<file path="src/sv/qtc_pkg.sv">
// Shared types, opcodes and tables for the quaternion transform chain unit.
// No dependencies; imported by qtc_ctrl, qtc_rd, qtc_dp and the top level.
package qtc_pkg;

	// fixed-point widths
	localparam int AW   = 40;  // A operand / term accumulators
	localparam int BW   = 34;  // B operand
	localparam int MW   = 22;  // multiplier A slice
	localparam int PW   = 56;  // partial product
	localparam int FW   = 74;  // full product
	localparam int SW   = 66;  // sum of squares
	localparam int SATW = 42;  // input of the 32-bit saturator

	localparam logic signed [31:0]   QONE     = 32'sh4000_0000;
	localparam logic signed [FW-1:0] RND_HALF = 74'sd536870912;

	// multiply phases
	localparam logic [1:0] PH_LO  = 2'd0;
	localparam logic [1:0] PH_HI  = 2'd1;
	localparam logic [1:0] PH_ACC = 2'd2;

	// datapath register-transfer opcodes
	localparam logic [3:0] OP_NONE   = 4'd0;
	localparam logic [3:0] OP_SQ     = 4'd1;
	localparam logic [3:0] OP_IDENT  = 4'd2;
	localparam logic [3:0] OP_DIV_WR = 4'd3;
	localparam logic [3:0] OP_I0     = 4'd4;
	localparam logic [3:0] OP_I1     = 4'd5;
	localparam logic [3:0] OP_I_FIN  = 4'd6;
	localparam logic [3:0] OP_C0     = 4'd7;
	localparam logic [3:0] OP_C1     = 4'd8;
	localparam logic [3:0] OP_C_T    = 4'd9;
	localparam logic [3:0] OP_C2     = 4'd10;
	localparam logic [3:0] OP_C_Q    = 4'd11;
	localparam logic [3:0] OP_FIRST  = 4'd12;
	localparam logic [3:0] OP_EMIT   = 4'd13;

	// Hamilton product term table, term = 4*out_part + k
	localparam logic [1:0] HAM_IA [16] = '{
		2'd3, 2'd0, 2'd1, 2'd2, 2'd3, 2'd0, 2'd1, 2'd2,
		2'd3, 2'd0, 2'd1, 2'd2, 2'd3, 2'd0, 2'd1, 2'd2};
	localparam logic [1:0] HAM_IB [16] = '{
		2'd0, 2'd3, 2'd2, 2'd1, 2'd1, 2'd2, 2'd3, 2'd0,
		2'd2, 2'd1, 2'd0, 2'd3, 2'd3, 2'd0, 2'd1, 2'd2};
	localparam logic HAM_NEG [16] = '{
		1'b0, 1'b0, 1'b0, 1'b1, 1'b0, 1'b1, 1'b0, 1'b0,
		1'b0, 1'b0, 1'b1, 1'b0, 1'b0, 1'b1, 1'b1, 1'b1};

	typedef struct packed {
		logic sqrt_load;
		logic sqrt_step;
		logic sqrt_fix;
		logic div_load;
		logic div_step;
	} rd_cmd_t;

	typedef struct packed {
		logic [3:0] op;
		logic       mac_en;
		logic       mac_sq;
		logic [1:0] phase;
		logic [3:0] term;
		logic [1:0] part;
		rd_cmd_t    rd;
	} dp_cmd_t;

	typedef struct packed {
		logic eq_zero;
	} dp_sts_t;

	function automatic logic signed [31:0] sat32(input logic signed [SATW-1:0] x);
		logic hi_ones;
		logic hi_zeros;
		hi_ones  = &x[SATW-1:31];
		hi_zeros = ~|x[SATW-1:31];
		if (hi_ones || hi_zeros)
			return x[31:0];
		else if (x[SATW-1])
			return 32'sh8000_0000;
		else
			return 32'sh7fff_ffff;
	endfunction

endpackage

</file>
<file path="src/sv/qtc_ctrl.sv">
// Sequencer for the quaternion transform chain unit.
// Depends on qtc_pkg; drives qtc_dp through dp_cmd_t, reads dp_sts_t.
module qtc_ctrl (
	input  logic             clk,
	input  logic             arst_n,
	input  logic             edge_valid,
	output logic             edge_stall,
	input  logic             action,
	input  logic             first,
	input  logic             last,
	output logic             res_valid,
	input  logic             res_stall,
	output logic             load,
	output qtc_pkg::dp_cmd_t cmd,
	input  qtc_pkg::dp_sts_t sts
);
	import qtc_pkg::*;

	localparam logic [4:0] S_IDLE   = 5'd0;
	localparam logic [4:0] S_SQ_SET = 5'd1;
	localparam logic [4:0] S_SQ     = 5'd2;
	localparam logic [4:0] S_ZCHK   = 5'd3;
	localparam logic [4:0] S_RT_LD  = 5'd4;
	localparam logic [4:0] S_RT     = 5'd5;
	localparam logic [4:0] S_RT_FIX = 5'd6;
	localparam logic [4:0] S_DV_LD  = 5'd7;
	localparam logic [4:0] S_DV     = 5'd8;
	localparam logic [4:0] S_DV_WR  = 5'd9;
	localparam logic [4:0] S_I0     = 5'd10;
	localparam logic [4:0] S_I1     = 5'd11;
	localparam logic [4:0] S_I_FIN  = 5'd12;
	localparam logic [4:0] S_BR     = 5'd13;
	localparam logic [4:0] S_C0     = 5'd14;
	localparam logic [4:0] S_C1     = 5'd15;
	localparam logic [4:0] S_C_T    = 5'd16;
	localparam logic [4:0] S_C2     = 5'd17;
	localparam logic [4:0] S_C_Q    = 5'd18;
	localparam logic [4:0] S_FIRST  = 5'd19;
	localparam logic [4:0] S_HM     = 5'd20;
	localparam logic [4:0] S_EMIT   = 5'd21;

	logic [4:0] state_q, state_d, ret_q, ret_d;
	logic [4:0] cnt_q, cnt_d;
	logic [1:0] ph_q, ph_d, part_q, part_d;
	logic       first_q, last_q;
	logic       res_valid_q, emit;

	assign edge_stall = (state_q != S_IDLE);
	assign load       = edge_valid && (state_q == S_IDLE);
	assign res_valid  = res_valid_q;

	always_comb begin
		state_d = state_q;
		ret_d   = ret_q;
		cnt_d   = cnt_q;
		ph_d    = ph_q;
		part_d  = part_q;
		emit    = 1'b0;
		cmd       = '0;
		cmd.op    = OP_NONE;
		cmd.term  = cnt_q[3:0];
		cmd.phase = ph_q;
		cmd.part  = part_q;
		unique case (state_q)
			S_IDLE: begin
				if (edge_valid)
					state_d = action ? S_SQ_SET : S_BR;
			end
			S_SQ_SET: begin
				cmd.op  = OP_SQ;
				cnt_d   = '0;
				ph_d    = PH_LO;
				state_d = S_SQ;
			end
			S_SQ: begin
				cmd.mac_en = 1'b1;
				cmd.mac_sq = 1'b1;
				if (ph_q == PH_ACC) begin
					ph_d  = PH_LO;
					cnt_d = cnt_q + 5'd1;
					if (cnt_q[1:0] == 2'd3)
						state_d = S_ZCHK;
				end else begin
					ph_d = ph_q + 2'd1;
				end
			end
			S_ZCHK: begin
				if (sts.eq_zero) begin
					cmd.op  = OP_IDENT;
					state_d = S_I0;
				end else begin
					state_d = S_RT_LD;
				end
			end
			S_RT_LD: begin
				cmd.rd.sqrt_load = 1'b1;
				cnt_d   = '0;
				state_d = S_RT;
			end
			S_RT: begin
				cmd.rd.sqrt_step = 1'b1;
				cnt_d = cnt_q + 5'd1;
				if (cnt_q == 5'd31)
					state_d = S_RT_FIX;
			end
			S_RT_FIX: begin
				cmd.rd.sqrt_fix = 1'b1;
				part_d  = '0;
				state_d = S_DV_LD;
			end
			S_DV_LD: begin
				cmd.rd.div_load = 1'b1;
				cnt_d   = '0;
				state_d = S_DV;
			end
			S_DV: begin
				cmd.rd.div_step = 1'b1;
				cnt_d = cnt_q + 5'd1;
				if (cnt_q == 5'd31)
					state_d = S_DV_WR;
			end
			S_DV_WR: begin
				cmd.op = OP_DIV_WR;
				part_d = part_q + 2'd1;
				state_d = (part_q == 2'd3) ? S_I0 : S_DV_LD;
			end
			S_I0: begin
				cmd.op = OP_I0;
				ret_d  = S_I1;
				cnt_d  = '0;
				ph_d   = PH_LO;
				state_d = S_HM;
			end
			S_I1: begin
				cmd.op = OP_I1;
				ret_d  = S_I_FIN;
				cnt_d  = '0;
				ph_d   = PH_LO;
				state_d = S_HM;
			end
			S_I_FIN: begin
				cmd.op  = OP_I_FIN;
				state_d = S_BR;
			end
			S_BR: begin
				state_d = first_q ? S_FIRST : S_C0;
			end
			S_C0: begin
				cmd.op = OP_C0;
				ret_d  = S_C1;
				cnt_d  = '0;
				ph_d   = PH_LO;
				state_d = S_HM;
			end
			S_C1: begin
				cmd.op = OP_C1;
				ret_d  = S_C_T;
				cnt_d  = '0;
				ph_d   = PH_LO;
				state_d = S_HM;
			end
			S_C_T: begin
				cmd.op  = OP_C_T;
				state_d = S_C2;
			end
			S_C2: begin
				cmd.op = OP_C2;
				ret_d  = S_C_Q;
				cnt_d  = '0;
				ph_d   = PH_LO;
				state_d = S_HM;
			end
			S_C_Q: begin
				cmd.op  = OP_C_Q;
				state_d = last_q ? S_EMIT : S_IDLE;
			end
			S_FIRST: begin
				cmd.op  = OP_FIRST;
				state_d = last_q ? S_EMIT : S_IDLE;
			end
			S_HM: begin
				cmd.mac_en = 1'b1;
				if (ph_q == PH_ACC) begin
					ph_d  = PH_LO;
					cnt_d = cnt_q + 5'd1;
					if (cnt_q[3:0] == 4'd15)
						state_d = ret_q;
				end else begin
					ph_d = ph_q + 2'd1;
				end
			end
			S_EMIT: begin
				if (!res_valid_q || !res_stall) begin
					cmd.op  = OP_EMIT;
					emit    = 1'b1;
					state_d = S_IDLE;
				end
			end
			default: state_d = S_IDLE;
		endcase
	end

	always_ff @(posedge clk or negedge arst_n) begin
		if (!arst_n) begin
			state_q     <= S_IDLE;
			ret_q       <= S_IDLE;
			cnt_q       <= '0;
			ph_q        <= PH_LO;
			part_q      <= '0;
			first_q     <= 1'b0;
			last_q      <= 1'b0;
			res_valid_q <= 1'b0;
		end else begin
			state_q <= state_d;
			ret_q   <= ret_d;
			cnt_q   <= cnt_d;
			ph_q    <= ph_d;
			part_q  <= part_d;
			if (load) begin
				first_q <= first;
				last_q  <= last;
			end
			if (emit)
				res_valid_q <= 1'b1;
			else if (!res_stall)
				res_valid_q <= 1'b0;
		end
	end

endmodule

</file>
<file path="config.mk">
export PLATFORM = sky130hd
export DESIGN_NAME = qtc_ctrl
export DESIGN_NICKNAME = d
export VERILOG_FILES = /design/src/sv/qtc_pkg.sv /design/src/sv/qtc_ctrl.sv
export SDC_FILE = /design/constraint.sdc
export NUM_CORES = 1
export LEC_CHECK = 0
export BUFFER_PORTS_ARGS = -buffer_cell sky130_fd_sc_hd__buf_2
export CORE_AREA = 2 2 53 91
export DETAILED_ROUTE_END_ITERATION = 8
export DIE_AREA = 0 0 55 93
export SETUP_SLACK_MARGIN = 0.4
export SYNTH_ARGS = -nofsm -noshare
export SYNTH_HDL_FRONTEND = slang
export SYNTH_SLANG_ARGS = --single-unit
</file>
<file path="constraint.sdc">
create_clock -name clk -period 2.2 [get_ports clk]
set_input_delay 0.11 -clock clk [delete_from_list [all_inputs] [get_ports clk]]
set_output_delay 0.11 -clock clk [all_outputs]
set_load 0.05 [all_outputs]
</file>
==> summary.txt <==
Setup path
  • Setup crit end kind: flop
  • Setup CP Type: flop to flop
  • Critical path required time: roughly 2.4 ns
  • Worst-path fanout max: 8
  • Crit path arrival time: 2.15 ns
  • CP startpoint kind: flop
  • Worst reg2reg startpoint: state_q[2]
  • Worst setup path start: state_q[2]

Synthesis
  • Most used DFF post-synth: dfrtp_1
  • Syn_nets: approximately 220
  • Mean Syn Cell Area: 8.26 µm²
  • Async set-reset flop share out of synthesis: 1.00
  • Post-synth EDFFs: 0
  • Top cells by area, synth: dfrtp_1 33%, nor2_1 5.1%, nand2_1 3.8%
  • Synth Cell Area: around 1700 µm²
  • Post-synth top area cell: dfrtp_1
  • Count of different cell masters after synthesis: between 50 and 60
  • Yosys top cell area share: 0.327
  • YS warnings: 0
  • Count leader, synth: nor2_1
  • Synth Register Bits: 22
  • Mapped Cells: between 200 and 250
  • Synth top cells by count: 23 x nor2_1, 22 x dfrtp_1, 17 x nand2_1
  • Register area share after synthesis: 0.327

Global routing
  • Global-route wire length before repair: roughly 8900 µm
  • Number of global-route vias before repair: between 1,500 and 2,000
  • Antenna violations before repair: 0
  • Total gr overflow: 0
  • Total Routing Usage GR: 0.236
  • Pin count of the biggest net entering global routing: 23

Clocking
  • Root Buffer: clkbuf_8
  • H-Tree Depth: 1
  • Clk pin slew, worst setup/hold paths: 0.09 ns
  • Clk Latency, worst-skew pair: approximately 0.27 ns
  • TritonCTS Buffers: 3
  • Clock sink total: 22
  • CTS tree: built
  • Longest Clk Path Bufs: 2

Place
  • Post-DP HPWL: ~3600 µm
  • DP Worst Slack: between 0.15 and 0.2 ns
  • Port bufs: 29
  • RePlAce Congestion: 0.878
  • Inst Count DP: between 200 and 300

Power
  • Total power: 0.732 mW
  • Clock power share: 0.422
  • Part of the power in combinational logic: 0.026
  • Pleak: between 1 and 1.5 nW
  • Sequential power share: 0.552
  • NetSw: about 0.16 mW
  • Internal power: between 0.5 and 0.6 mW
  • Pwr dens: approximately 260 nW/µm²
  • Max VDD drop: a little under 400 µV
  • Sw frac: 0.221

STA
  • PnR worst setup slack: 0.252 ns
  • Worst slew pin tran: 0.548 ns
  • Rel. slew slack: 0.634
  • Worst Skew: between 0.01 and 0.015 ns
  • Fin Setup TNS: 0 ns
  • Fmax: about 500 MHz
  • Final Slew Violations: 0
  • Final setup viols: 0
  • Tmin final: 1.95 ns
  • Final Cycle Share: 0.886
  • RSZ-0062 raised after global routing: true
  • Hold Vio Cnt, Final: 0

Min path
  • Min-delay src: first
  • Min-Delay Path Class: primary input to flop

Route
  • 1st-pass router iterations: 4
  • Iteration-0 DRC Markers: 85
  • Routed length per instance: approximately 18 µm
  • Vias: 1,977
  • Via/cell ratio: ~6.0
  • # DRC: 0
  • Antenna Nets Post-Route: 0
  • Drt total wl: 6080 µm

Floorplanning
  • DIE WIDTH: approximately 55 µm
  • IO Count: 30
  • Core area: between 4000 and 5000 µm²
  • Die ar.: 5120 µm²
  • Initial core utilization: 0.383
  • Die height: between 90 and 100 µm
  • FP Rows: 32

Outcome
  • Outcome: completed

Final layout
  • Diode count: 0
  • Layout cells sized above 1: 0.536
  • Post-Layout Cell Count: 329
  • Area delta synth->final: 64.7%
  • Nets@finish: 290

Flow run
  • Max-cap violation count: 0
-- logic make-up (layout without fill, tap and decap cells) --
| family | count (synthesis) | count (layout) | share of synthesized area |
|---|---|---|---|
| AO/OA/AOI/OAI | 67 | 67 | 0.297 |
| multiplexers | 3 | 3 | 0.0200 |
| flip-flops | 22 | 22 | 0.327 |
| buffers and inverters | 27 | 100 | 0.0757 |
| adder cells (fa/ha/maj) | 3 | 3 | 0.0223 |
| AND/OR/NAND/NOR | 82 | 83 | 0.258 |
-- path summary, 6_finish.rpt --
kind                               to  cells past startpoint  slack [ns]
setup / recovery             cnt_q[2]                      6        0.25
hold / removal                first_q                      2        0.06
setup reg to reg             cnt_q[2]                      6        0.25
hold reg to reg              ret_q[3]                      1        0.50
max in group asynchronous  state_q[2]                      2        1.45
min in group asynchronous    cnt_q[3]                      2        0.35
-- metrics by stage --
stage / area (µm²) / util / hold slack, ns
detailed placement: 2020 / 0.459 / 0.128
floorplan: 1790 / - / -0.186
finish: 2780 / 0.630 / 0.0627
global placement: 2020 / 0.459 / 0.125
global route: 2780 / 0.630 / 0.0591
CTS: 2520 / 0.572 / 0.0648
-- metal layers --
layer | track usage | vias up | share of wire
li1 | - | 907 | -
met4 | 0.128 | 0 | 0.054
met2 | 0.428 | 90 | 0.55
met5 | 0 | - | 0
met1 | 0.246 | 953 | 0.34
met3 | 0.0256 | 27 | 0.058
-- cells in the final DEF, fill, tap and decap left out, types with 4 or more instances in the layout --
cell type	Yosys	routed
clkbuf_8	0	4
nor3_1	8	4
nor2_1	23	15
dfrtp_1	22	16
buf_6	0	16
inv_1	8	5
nor2_4	0	5
nor3_4	0	4
nand3_1	6	6
dfrtp_2	0	6
a22o_1	4	4
nand2_1	17	16
a21oi_2	0	4
nand3b_1	4	4
buf_2	3	17
a21oi_1	12	8
o211ai_1	4	4
o21a_1	4	4
a2111oi_4	1	4
buf_4	6	49
or3b_4	1	5
a31oi_1	5	4
o21ai_0	10	9
-- power groups by stage --
| stage | clock [mW] | combinational, mW | sequential (mW) |
|---|---|---|---|
| 6_report | 0.309 | 0.0188 | 0.404 |
| 5_1_grt | 0.330 | 0.0213 | 0.404 |
| 4_1_cts | 0.312 | 0.0191 | 0.404 |
| 3_5_place_dp | 0 | 0.0173 | 0.412 |
| 3_3_place_gp | 0 | 0.0173 | 0.412 |
| 2_1_floorplan | 0 | 0.000637 | 0.412 |
-- state kept, by name, summed over array words and instances (netlist names) --
signal / count
cnt_q: 5
first_q: 1
last_q: 1
part_q: 2
ph_q: 2
res_valid: 1
ret_q: 5
state_q: 5
-- area by class of cell --
type / instances / area [µm²]
fill: 342 / 1630
timing repair buffer: 88 / 733
inverter: 8 / 37.5
sequential: 22 / 558
clock buffer: 4 / 55.1
multi-input combinational: 156 / 1330
tap: 51 / 63.8
-- what timing repair did --
item	CTS	global route
hold buffers	1	0
gates cloned	1	0
hold endpoints to repair	22	0
setup buffers	28	15
pin swaps	16	8
setup endpoints to repair	24	27
gates resized for setup	54	34
-- critical path, cell delays in order (launching register included) --
cell and delay (ns):
dfrtp_2 0.51, or3b_4 0.43, buf_4 0.16, nor2_4 0.13, a211oi_4 0.09, or4b_1 0.48
nand3_1 0.09
(Power assumes the default switching activity.)
